### config.mk
export PLATFORM = sky130hd
export DESIGN_NAME = avcc_to_annexb_converter
export DESIGN_NICKNAME = d
export VERILOG_FILES = /design/src/rtl/a2b_pkg.sv /design/src/rtl/a2b_core.sv /design/src/rtl/avcc_to_annexb_converter.sv
export SDC_FILE = /design/constraint.sdc
export NUM_CORES = 1
export LEC_CHECK = 0
export BUFFER_PORTS_ARGS = -buffer_cell sky130_fd_sc_hd__buf_2
export CAP_MARGIN = 15
export CORE_ASPECT_RATIO = 1.1
export CORE_MARGIN = 3
export CORE_UTILIZATION = 50
export CTS_CLUSTER_DIAMETER = 40
export DETAILED_ROUTE_END_ITERATION = 10
export PLACE_DENSITY = 0.68
export SKIP_CTS_REPAIR_TIMING = 1
export SKIP_LAST_GASP = 1
export SYNTH_ARGS = -nofsm -noshare
export SYNTH_HDL_FRONTEND = slang
export SYNTH_SLANG_ARGS = --single-unit
### constraint.sdc
create_clock -name clk -period 5.7 [get_ports clk]
set_clock_uncertainty 0.15 [all_clocks]
set_input_delay 1.14 -clock clk [delete_from_list [all_inputs] [get_ports clk]]
set_output_delay 1.14 -clock clk [all_outputs]
set_load 0.01 [all_outputs]
### src/rtl/a2b_pkg.sv
// Shared constants and types for the length-prefix to start-code converter.
`default_nettype none

package a2b_pkg;

  // Default width of the byte position counter
  localparam int POSITION_BITS_DEF = 24;

  // Widths of the sample summary fields
  localparam int START_W = 24;
  localparam int LEN_W   = 25;

  // NAL header type field and the types of interest
  localparam logic [7:0] NAL_TYPE_MASK = 8'h1F;
  localparam logic [4:0] NAL_SPS       = 5'h07;
  localparam logic [4:0] NAL_IDR       = 5'h05;
  localparam logic [4:0] NAL_SLICE     = 5'h01;

  // Start code bytes emitted in place of the length prefix
  localparam logic [7:0] SC_ZERO = 8'h00;
  localparam logic [7:0] SC_ONE  = 8'h01;

  // One result item
  typedef struct packed {
    logic [7:0]         data;
    logic               last;
    logic               key;
    logic [START_W-1:0] start;
    logic [LEN_W-1:0]   length;
  } a2b_result_t;

endpackage

`default_nettype wire

### src/rtl/a2b_core.sv
// Prefix parser: length countdown, NAL type detection and sample summary.
`default_nettype none

module a2b_core #(
  parameter int POSITION_BITS = a2b_pkg::POSITION_BITS_DEF
) (
  input  wire logic               clk,
  input  wire logic               rst,
  input  wire logic               accept,
  input  wire logic [7:0]         data_in,
  input  wire logic               last_in,
  output a2b_pkg::a2b_result_t    result
);

  localparam int PB = POSITION_BITS;
  localparam int SW = (PB > a2b_pkg::START_W) ? PB : a2b_pkg::START_W;
  localparam int LW = (PB + 1 > a2b_pkg::LEN_W) ? PB + 1 : a2b_pkg::LEN_W;

  typedef enum logic [2:0] {
    PH_LEN0, PH_LEN1, PH_LEN2, PH_LEN3, PH_HEADER, PH_PAYLOAD
  } phase_t;

  // State
  logic [PB-1:0] pos;
  phase_t        phase;
  logic [23:0]   acc;
  logic [31:0]   rem;
  logic          key_seen;
  logic          slice_seen;
  logic [PB-1:0] start;

  // Updated values before the end-of-sample clear
  phase_t        phase_next;
  logic [23:0]   acc_next;
  logic [31:0]   rem_next;
  logic          key_seen_next;
  logic          slice_seen_next;
  logic [PB-1:0] start_next;
  logic [7:0]    data_o;

  logic [4:0]    nal_type;
  logic [PB-1:0] prefix_off;
  logic [PB:0]   count;
  logic [PB:0]   len_full;
  logic [LW-1:0] len_ext;
  logic [SW-1:0] start_ext;

  assign nal_type   = 5'(data_in & a2b_pkg::NAL_TYPE_MASK);
  assign prefix_off = (pos >= PB'(4)) ? pos - PB'(4) : '0;

  // Per-byte decode
  always_comb begin
    phase_next      = phase;
    acc_next        = acc;
    rem_next        = rem;
    key_seen_next   = key_seen;
    slice_seen_next = slice_seen;
    start_next      = start;
    data_o          = data_in;
    unique case (phase)
      PH_LEN0: begin
        acc_next   = {acc[15:0], data_in};
        phase_next = PH_LEN1;
        data_o     = a2b_pkg::SC_ZERO;
      end
      PH_LEN1: begin
        acc_next   = {acc[15:0], data_in};
        phase_next = PH_LEN2;
        data_o     = a2b_pkg::SC_ZERO;
      end
      PH_LEN2: begin
        acc_next   = {acc[15:0], data_in};
        phase_next = PH_LEN3;
        data_o     = a2b_pkg::SC_ZERO;
      end
      PH_LEN3: begin
        rem_next   = {acc, data_in};
        acc_next   = '0;
        phase_next = PH_HEADER;
        data_o     = a2b_pkg::SC_ONE;
      end
      PH_HEADER: begin
        // first key NAL and first plain slice each pick the start offset
        if ((nal_type == a2b_pkg::NAL_SPS || nal_type == a2b_pkg::NAL_IDR) && !key_seen) begin
          key_seen_next = 1'b1;
          start_next    = prefix_off;
        end
        if (nal_type == a2b_pkg::NAL_SLICE && !slice_seen) begin
          slice_seen_next = 1'b1;
          start_next      = prefix_off;
        end
        if (rem == '0) begin
          // empty NAL: this byte also opens the next prefix
          acc_next   = {16'h0000, data_in};
          phase_next = PH_LEN1;
          data_o     = a2b_pkg::SC_ZERO;
        end else begin
          rem_next   = rem - 32'd1;
          phase_next = (rem == 32'd1) ? PH_LEN0 : PH_PAYLOAD;
        end
      end
      PH_PAYLOAD: begin
        if (rem != '0) begin
          rem_next = rem - 32'd1;
        end
        if (rem <= 32'd1) begin
          phase_next = PH_LEN0;
        end
      end
      default: begin
        phase_next = PH_LEN0;
      end
    endcase
  end

  // Sample summary, shown only on the last byte
  assign count     = {1'b0, pos} + (PB + 1)'(1);
  assign len_full  = count - {1'b0, start_next};
  assign len_ext   = LW'(len_full);
  assign start_ext = SW'(start_next);

  always_comb begin
    result.data   = data_o;
    result.last   = last_in;
    result.key    = last_in & key_seen_next;
    result.start  = last_in ? start_ext[a2b_pkg::START_W-1:0] : '0;
    result.length = last_in ? len_ext[a2b_pkg::LEN_W-1:0] : '0;
  end

  // State update, cleared after each sample
  always_ff @(posedge clk) begin
    if (rst) begin
      pos        <= '0;
      phase      <= PH_LEN0;
      acc        <= '0;
      rem        <= '0;
      key_seen   <= 1'b0;
      slice_seen <= 1'b0;
      start      <= '0;
    end else if (accept) begin
      if (last_in) begin
        pos        <= '0;
        phase      <= PH_LEN0;
        acc        <= '0;
        rem        <= '0;
        key_seen   <= 1'b0;
        slice_seen <= 1'b0;
        start      <= '0;
      end else begin
        if (pos != '1) begin
          pos <= pos + PB'(1);
        end
        phase      <= phase_next;
        acc        <= acc_next;
        rem        <= rem_next;
        key_seen   <= key_seen_next;
        slice_seen <= slice_seen_next;
        start      <= start_next;
      end
    end
  end

endmodule

`default_nettype wire

### src/rtl/avcc_to_annexb_converter.sv
// Top level of the length-prefix to start-code converter.
// Converts one H.264 sample, one byte per item, from 4-byte length prefixes
// to 00 00 00 01 start codes with one result item per input item; a sample's
// last byte also carries the key-frame flag, the start offset and the length
// from that offset to the sample's end. The result is registered and the
// block sustains one byte per clock while out_ready holds high: all decoding
// sits between the parser state and a single result register, and a new item
// is taken whenever that register is empty or is being emptied in the same
// cycle. Byte positions saturate at 2^POSITION_BITS - 1.
`default_nettype none

module avcc_to_annexb_converter #(
  parameter int POSITION_BITS = a2b_pkg::POSITION_BITS_DEF
) (
  input  wire logic                          clk,
  input  wire logic                          rst,
  input  wire logic                          in_valid,
  output      logic                          in_ready,
  input  wire logic [7:0]                    data_in,
  input  wire logic                          last_in,
  output      logic                          out_valid,
  input  wire logic                          out_ready,
  output      logic [7:0]                    data_out,
  output      logic                          last_out,
  output      logic                          key_frame,
  output      logic [a2b_pkg::START_W-1:0]   out_start,
  output      logic [a2b_pkg::LEN_W-1:0]     out_length
);

  logic                 accept;
  a2b_pkg::a2b_result_t res;
  a2b_pkg::a2b_result_t res_q;

  assign in_ready = !out_valid || out_ready;
  assign accept   = in_valid && in_ready;

  a2b_core #(
    .POSITION_BITS (POSITION_BITS)
  ) u_core (
    .clk     (clk),
    .rst     (rst),
    .accept  (accept),
    .data_in (data_in),
    .last_in (last_in),
    .result  (res)
  );

  // Result register
  always_ff @(posedge clk) begin
    if (rst) begin
      out_valid <= 1'b0;
    end else if (in_ready) begin
      out_valid <= in_valid;
    end
  end

  always_ff @(posedge clk) begin
    if (accept) begin
      res_q <= res;
    end
  end

  assign data_out   = res_q.data;
  assign last_out   = res_q.last;
  assign key_frame  = res_q.key;
  assign out_start  = res_q.start;
  assign out_length = res_q.length;

endmodule

`default_nettype wire

### Yosys cells after proc, flatten, opt, wreduce, memory -nomap -nowiden

Index checks and enable logic that the tools add are counted.

* register bits: 169
* input port bits: 13
* output and inout bits: 61
* logic and storage cells: 84

* add/sub/neg operators: 5
* magnitude comparators: 2
* eq/ne operators: 14
* multiplexer cells: 27
* bitwise logic cells: 1
* reductions and logical operators: 22

Operators by type and width (number)
* $mux 24: 9
* $mux 32: 3
* $pmux 32 s3: 1
* $pmux 24 s3: 1
* $eq 32x1->1 const B: 1
* $le 32x1->1 const B: 1
* $logic_not 32->1: 1
* $reduce_bool 32->1: 1
* $sub 32x1->32 const B: 1
* $add 24x1->25 const B: 1
* $sub 25x24->25: 1
* $add 24x1->24 const B: 1
* $ge 24x3->1 const B: 1
* $ne 24x24->1 const B: 1
* $pmux 8 s3: 1
* $sub 24x3->24 const B: 1
* $pmux 3 s6: 1
* $mux 3: 4
* $eq 5x3->1 const B: 2
* $ne 3x2->1 const B: 3
* $mux 8: 1
* $reduce_bool 4->1: 2
* $eq 3x2->1 const B: 2
* $eq 3x3->1 const B: 2
* other kinds (14): 28

### Depth between registers and ports, before layout

Gate-level depths: netlist of the first run.

* depth in word-level cells: 7
* gate-level depth with buffers: 19
* depth with buffers taken out: 18

### Cells and area by module

From an unflattened synthesis of the first run, not the netlist that was laid out.

* cells, all modules: 1122
* area, all modules: 9788.1 µm²

By module, submodules not included
* a2b_core: instances 1, cells each 1058, area an instance 7961.4 µm², seq. area each 2182.1 µm²
* avcc_to_annexb_converter: instances 1, cells each 64, area an instance 1826.8 µm², seq. area each 1791.7 µm²

### Least setup slack after synthesis of the first run

OpenSTA, ideal clock, no wires.

* path type: in2reg
* from: in out_ready
* to: reg u_core.start[3]
* library setup time: 0.128 ns
* arrival: 4.575 ns
* data required time: 5.422 ns
* setup slack: 0.847 ns
* stages on the path: 8
* buffers on the path: 2
* path through: nand2b_1 nand2_1 inv_1 clkbuf_1 o21ai_0 clkbuf_1 a22oi_1 nor2_1

* longest elaborated chain between the ends: 2

Ends and longest elaborated chain
* from (decl): RTL line avcc_to_annexb_converter.sv:22 `input wire logic out_ready,`
* $logic_or 1x1->1: RTL line avcc_to_annexb_converter.sv:34 `assign in_ready = !out_valid || out_ready;`
* $logic_and 1x1->1: RTL line avcc_to_annexb_converter.sv:35 `assign accept = in_valid && in_ready;`
* net accept: RTL line avcc_to_annexb_converter.sv:30 `logic accept;`
* to (signal assigned): RTL line a2b_core.sv:158 `start <= start_next;`
* to (decl): RTL line a2b_core.sv:30 `logic [PB-1:0] start;`

The timed path passes the listed nets, and every way through them passes these cells.
A chain may end at the register's enable or synchronous reset.

### Worst setup path after layout of the first run

* from: reg u_core.pos[11]
* to: reg res_q (netlist bit out_length[21]), data pin

* longest elaborated chain between the ends: 6
* elaborated cells between the ends (all ways): 8
* classes of those cells: add/sub: 3; order compare: 1; mux: 4

Ends and longest elaborated chain
* from (decl): RTL line a2b_core.sv:24 `logic [PB-1:0] pos;`
* from (signal assigned): RTL line a2b_core.sv:151 `pos <= pos + PB'(1);`
* $ge 24x3->1 *: RTL line a2b_core.sv:49 `assign prefix_off = (pos >= PB'(4)) ? pos - PB'(4) : '0;`
* $mux 24 *: RTL line a2b_core.sv:49
* $mux 24: RTL line a2b_core.sv:84 `if ((nal_type == a2b_pkg::NAL_SPS || nal_type == a2b_pkg::NAL_IDR) && !key_seen) begin`
* $mux 24 *: RTL line a2b_core.sv:88 `if (nal_type == a2b_pkg::NAL_SLICE && !slice_seen) begin`
* $mux 24 *: RTL line a2b_core.sv:60 `unique case (phase)`
* net u_core.start_ext[1]: RTL line a2b_core.sv:46 `logic [SW-1:0] start_ext;`
* $sub 25x24->25 *: RTL line a2b_core.sv:118 `assign len_full = count - {1'b0, start_next};`
* to (signal assigned): RTL line avcc_to_annexb_converter.sv:59 `res_q <= res;`
* to (decl): RTL line avcc_to_annexb_converter.sv:32 `a2b_pkg::a2b_result_t res_q;`

The timed path passes the listed nets; every way through them passes the cells marked *.

==> results of run 1 <==
placed cells by master (no fill, tap or decap), types with 18 or more instances in the layout:
| cell type | Yosys | final |
|---|---|---|
| o21ai_0 | 93 | 92 |
| buf_2 | 6 | 73 |
| clkbuf_16 | 0 | 18 |
| nor3_1 | 47 | 47 |
| xor2_1 | 30 | 30 |
| inv_1 | 25 | 24 |
| and2_1 | 18 | 18 |
| nand3_1 | 35 | 35 |
| ha_1 | 47 | 47 |
| edfxtp_1 | 59 | 59 |
| dfxtp_1 | 110 | 110 |
| a22oi_1 | 25 | 25 |
| nand2b_1 | 31 | 31 |
| a21oi_1 | 80 | 80 |
| xnor2_1 | 21 | 21 |
| nor2_1 | 145 | 145 |
| nand2_1 | 74 | 74 |
cell usage after synthesis (5+ instances only):
cell       instances  area, sq um
a21o_1            14          105
a21oi_1           80          400
a22o_1            11         96.3
a22oi_1           25          188
a2bb2oi_1          5         43.8
a31oi_1           10         62.6
and2_1            18          113
and3_1            16          100
buf_2              6         30.0
clkbuf_1          52          195
dfxtp_1          110         2200
edfxtp_1          59         1770
ha_1              47          588
inv_1             25         93.8
mux2i_1           10          100
nand2_1           74          278
nand2b_1          31          194
nand3_1           35          175
nand4_1           16          100
nor2_1           145          544
nor3_1            47          235
nor4_1            15         93.8
o21a_1             5         37.5
o21ai_0           93          465
o31ai_1            6         45.0
or3_1             16          100
xnor2_1           21          184
xor2_1            30          263
power by group through the flow:
stage          Combinational (mW)  Sequential (mW)  Clock, mW
2_1_floorplan              0.0804             1.32          0
3_3_place_gp                0.146             1.31          0
3_5_place_dp                0.146             1.31          0
4_1_cts                     0.147             1.28       1.24
5_1_grt                     0.161             1.29       1.29
6_report                    0.148             1.28       1.22
per-layer routing:
| metal | global-route usage, % | up-vias |
|---|---|---|
| met4 | 10.0 | 0 |
| met1 | 31.6 | 3911 |
| li1 | - | 4053 |
| met5 | 0 | - |
| met3 | 4.75 | 52 |
| met2 | 40.8 | 259 |
flip-flops by register name, summed over array words and instances, names as in the netlist, 3 cells and up:
name          cells
u_core.acc       24
u_core.start     24
u_core.phase      3
out_length       25
data_out          8
u_core.pos       24
out_start        24
u_core.rem       32
worst min path at each step:
stage	start	end	slack, ns	depth (start not counted)
floorplan	u_core.start[9]	u_core.start[9]	0.27	2
global placement	u_core.start[20]	u_core.start[20]	0.29	2
detailed placement	u_core.start[23]	u_core.start[23]	0.30	2
CTS	u_core.start[20]	u_core.start[20]	0.31	2
global route	u_core.start[21]	u_core.start[21]	0.33	2
finish	u_core.start[20]	u_core.start[20]	0.31	2
per-stage QoR:
stage / instance area (sq um) / utilization (%) / instances / setup WS [ns]
2_1_floorplan: 9460 / - / 1095 / 0.847
3_3_place_gp: 9960 / 53.9 / 1360 / 0.344
3_5_place_dp: 9960 / 53.9 / 1360 / 0.187
4_1_cts: 10600 / 57.3 / 1392 / 0.435
5_1_grt: 10600 / 57.3 / 1393 / 0.0313
6_report: 10600 / 57.3 / 1393 / 0.389
cells by family after synthesis:
kind of cell	after synthesis	share of synthesized area, %
simple gates	436	22.9
xor+xnor	51	4.72
flops	169	42.0
compound gates	291	19.0
buf+inv	90	3.92
mux	10	1.06
fa+ha+maj	48	6.43
final cells by class:
cell class / count / area [sq um] / share of cell area [%]
Inverter: 25 / 93.8 / 0.886
Timing Repair Buffer: 88 / 478 / 4.51
Sequential cell: 169 / 3970 / 37.5
Clock inverter: 13 / 164 / 1.55
Clock buffer: 19 / 454 / 4.29
Tap cell: 243 / 304 / 2.87
Multi-Input combinational cell: 836 / 5120 / 48.4
tightest hold or removal path: stages, from the launching register on:
cell     delay, ns
dfxtp_1       0.33
nand2_1       0.04
o21ai_0       0.05
==> impl_metrics.json, run 1 <==
{
  "status": "finished, final reports clean",
  "min_period_ns": 5.31,
  "regToRegEndpoint": "out_length[21]",
  "clkLatencyLatePin_ns": 0.43,
  "critical_path.endpoint_type": "flop",
  "core_sq_um": 18500,
  "start_util_pct": 51.2,
  "dieArea_sq_um": 20600,
  "slew_headroom_pct": 30.2,
  "die_w_um": 137,
  "worstSetupStartpointType": "flop",
  "synth_edf_count": 59,
  "cp-endpoint": "out_length[21]",
  "crit_chain": "nor4_1 > nand3b_1 > nor4b_4 > buf_4 > nand2b_1 > o21ai_0 > ha_1 > inv_1 > ha_1 > inv_1 > fa_1 > nand2b_1 > a21oi_1 > o2111ai_1 > a31oi_1 > nand2_1 > a32o_1 > mux2i_1",
  "seqPwrFrac_pct": 48.4,
  "cts_tree": "yes",
  "synth_cell_type_count": 71,
  "critPathTopFamily": "simple AND/OR/NAND/NOR gates",
  "io_buffers": 73,
  "vdd_drop_max_mv": 0.205,
  "fmax_ghz": 0.188,
  "required_ns": 5.73,
  "p_per_area_nw_per_um2": 250,
  "comb_power_share_pct": 5.6,
  "numCtsBuffers": 17,
  "cpMaxStageDelayCell": "nor4_1",
  "drc_errors": 0,
  "cts.sinks": 169,
  "clk_pin_slew_worst_paths_ns": 0.07,
  "synth_ff_type": "dfxtp_1",
  "tightest_slew_ns": 1.04,
  "synthesis.area_sq_um": 9460,
  "period_share_pct": 93.2,
  "wl_met1_um": 10900,
  "syn_inst": 1095,
  "hold_viol": 0,
  "grt_overflow_total": 0,
  "synth_fp_nets": 1156,
  "synth-seq-cells": 169,
  "grtUsageTotal_pct": 24.7,
  "crit_fanout": 10,
  "rsz0062_at_grt": "no",
  "grt_start_max_net_pins": 51,
  "clock_path_buffers": 2,
  "cp_num_cells": 18,
  "worst-r2r-setup-slack_ns": 0.39,
  "r2r_start": "u_core.pos[11]",
  "via_per_inst": 5.94,
  "num_vias": 8275,
  "n_antenna_cell": 0,
  "met2_length_um": 12400,
  "switchingPower_mw": 0.620,
  "ios": 74,
  "swShare_pct": 23.4,
  "ff2ff_path_depth": 18,
  "cp-startpoint": "u_core.pos[11]",
  "wl_met3_um": 1280,
  "ys_async_sr_fraction_pct": 0,
  "fillCellCount": 1713,
  "wirelength_um": 25300,
  "finalSetupViolations": 0,
  "hold_slack_ns": 0.308,
  "nets": 1198,
  "routed.top_layer": "met4",
  "avgSynthCellArea_sq_um": 8.64,
  "cap_violations": 0,
  "antenna_found_initial": 0,
  "hp-class": "flop to flop",
  "p_clk_share_pct": 46.0,
  "yosysWarnings": 0,
  "rows": 52,
  "dp_hpwl_um": 18100,
  "drt_pre_antenna_iters": 5,
  "layout-drive-gt1-share_pct": 11.6,
  "internal-power_mw": 2.03,
  "ant_nets": 0,
  "slew_viol_final": 0,
  "p_leak_nw": 4.27,
  "seq_area_frac_synth_pct": 42.0,
  "grt_pass1_vias": 7772,
  "htreeDepth": 4,
  "path_buf_inv": 3,
  "fp.dieH_um": 150,
  "area_growth_pct": 12.0,
  "wire_per_inst_um": 18.2,
  "gp_congestion": 0.873,
  "grt_pass1_wl_um": 40200,
  "crit_type": "flop to flop",
  "clock-root-buffer": "clkbuf_16",
  "fin_total_pwr_mw": 2.65,
  "slowest_delay_ns": 0.61,
  "worst_ep_arrival_time_ns": 5.34,
  "fin_tns_setup_ns": 0,
  "drtIter0Drc": 669
}
(Power assumes the default switching activity.)
==> run 2, diff against run 1 <==
CORE_UTILIZATION = 31   (was 50)
PLACE_DENSITY = 0.47   (was 0.68)
clock period = 6.2 ns   (was 5.7 ns; I/O delays follow)
==> run 2 against run 1 <==
Core utilization decreased by 21 points; sequential cell count did not move; register-to-register slack better by 0.51 ns; highest routed layer unchanged; sequential share of layout area shrank 0.58 points; power is 12% lower; clock power is 16% lower; maximum frequency up 0.27%; setup slack improved by 0.51 ns; sequential power down 8%; count of clock-buffer cells in the layout is 1 higher; cell area rose by 1.6%; die area rose by 58%; critical endpoint is now out_length[23].
==> impl_metrics.json, run 2 (synthesis gave the netlist of run 1 again) <==
{
  "period_share_pct": 85.4,
  "min_period_ns": 5.30,
  "hold_viol": 0,
  "cts_tree": "yes",
  "p_leak_nw": 4.25,
  "switchingPower_mw": 0.605,
  "grtUsageTotal_pct": 17.6,
  "routed.top_layer": "met4",
  "p_clk_share_pct": 43.5,
  "worstSetupStartpointType": "flop",
  "grt_start_max_net_pins": 51,
  "die_w_um": 173,
  "layout-drive-gt1-share_pct": 11.8,
  "slew_headroom_pct": 37.6,
  "largest_register": "u_core.rem",
  "status": "finished, final reports clean",
  "pre_cts_ws_ns": 0.611,
  "swShare_pct": 25.9,
  "p_per_area_nw_per_um2": 218,
  "dp_hpwl_um": 20700,
  "rows": 66,
  "tightest_slew_ns": 0.928,
  "via_per_inst": 5.25,
  "internal-power_mw": 1.73,
  "wirelength_um": 28800,
  "met2_length_um": 14400,
  "dieArea_sq_um": 32600,
  "mostFrequentLayoutCells": "nor2_1, dfxtp_1, o21ai_0",
  "layout_commonest_cell": "nor2_1",
  "worst_ep_arrival_time_ns": 5.32,
  "grt_pass1_wl_um": 45500,
  "slew_viol_final": 0,
  "clock-root-buffer": "clkbuf_16",
  "vdd_drop_max_mv": 0.198,
  "cap_violations": 0,
  "core_sq_um": 29800,
  "area_growth_pct": 13.7,
  "numCtsBuffers": 17,
  "hp-class": "flop to flop",
  "grt_overflow_total": 0,
  "crit_fanout": 9,
  "crit_type": "flop to flop",
  "io_buffers": 73,
  "critical_path.endpoint_type": "flop",
  "drc_errors": 0,
  "num_vias": 8202,
  "rsz0062_at_grt": "no",
  "ant_nets": 0,
  "comb_power_share_pct": 6.1,
  "clk_pin_slew_worst_paths_ns": 0.07,
  "largest_reg_flops": 32,
  "wire_per_inst_um": 18.4,
  "fp.dieH_um": 189,
  "ios": 74,
  "drtIter0Drc": 478,
  "fmax_ghz": 0.189,
  "clock_path_buffers": 2,
  "wl_met3_um": 741,
  "seqPwrFrac_pct": 50.4,
  "required_ns": 6.22,
  "start_util_pct": 31.7,
  "cts.sinks": 169,
  "setup_ws_ns": 0.903,
  "wl_met1_um": 13100,
  "n_antenna_cell": 0,
  "nets": 1202,
  "gp_congestion": 0.826,
  "grt_pass1_vias": 8041,
  "fin_tns_setup_ns": 0,
  "clkLatencyLatePin_ns": 0.44,
  "finalSetupViolations": 0,
  "htreeDepth": 4,
  "drt_pre_antenna_iters": 4,
  "antenna_found_initial": 0
}
run 2: power by group through the flow:
stage,logic [mW],clock network (mW),registers (mW)
2_1_floorplan,0.0739,0,1.21
3_3_place_gp,0.144,0,1.21
3_5_place_dp,0.143,0,1.21
4_1_cts,0.144,1.05,1.18
5_1_grt,0.154,1.09,1.18
6_report,0.142,1.02,1.18
run 2: worst max-delay path: stages (launching register included):
cell	delay [ns]
dfxtp_1	0.49
inv_1	0.22
ha_1	0.23
a311oi_1	0.48
nor4b_4	0.28
buf_4	0.22
nand2b_1	0.25
o21ai_0	0.15
ha_1	0.29
inv_1	0.06
ha_1	0.16
inv_1	0.05
fa_1	0.40
nand2b_1	0.18
a21oi_1	0.23
o2111ai_1	0.29
a31oi_1	0.42
a21bo_2	0.22
a221oi_1	0.10
mux2i_1	0.14
run 2: layout make-up:
class	count	area [sq um]
Sequential cell	169	3970
Tap cell	408	510
Multi-Input combinational cell	836	5130
Timing Repair Buffer	92	508
Clock inverter	12	91.3
Inverter	25	93.8
Fill cell	3131	19100
Clock buffer	20	447
run 2: final timing paths:
| kind | start | endpoint | slack [ns] | cells after the start |
|---|---|---|---|---|
| worst min-delay path | u_core.start[21] | u_core.start[21] | 0.31 | 2 |
| worst max-delay path | u_core.pos[3] | out_length[23] | 0.90 | 19 |
| worst min register to register | u_core.start[21] | u_core.start[21] | 0.31 | 2 |
| worst max register to register | u_core.pos[3] | out_length[23] | 0.90 | 19 |
run 2: stage by stage:
step,util [%],instances,area (sq um),total power [mW],hold WS [ns]
after floorplan,-,1095,9460,1.29,0.275
after global placement,34.3,1530,10200,1.35,0.287
after detailed placement,34.3,1530,10200,1.35,0.293
after CTS,36.1,1562,10800,2.38,0.309
after global routing,36.1,1562,10800,2.43,0.324
final,36.1,1562,10800,2.34,0.306
run 2: metal layers:
layer  up-vias  GRT usage [%]
met5         -              0
li1       4071              -
met2       165           31.2
met4         0           5.87
met3        32           2.31
met1      3934           22.2
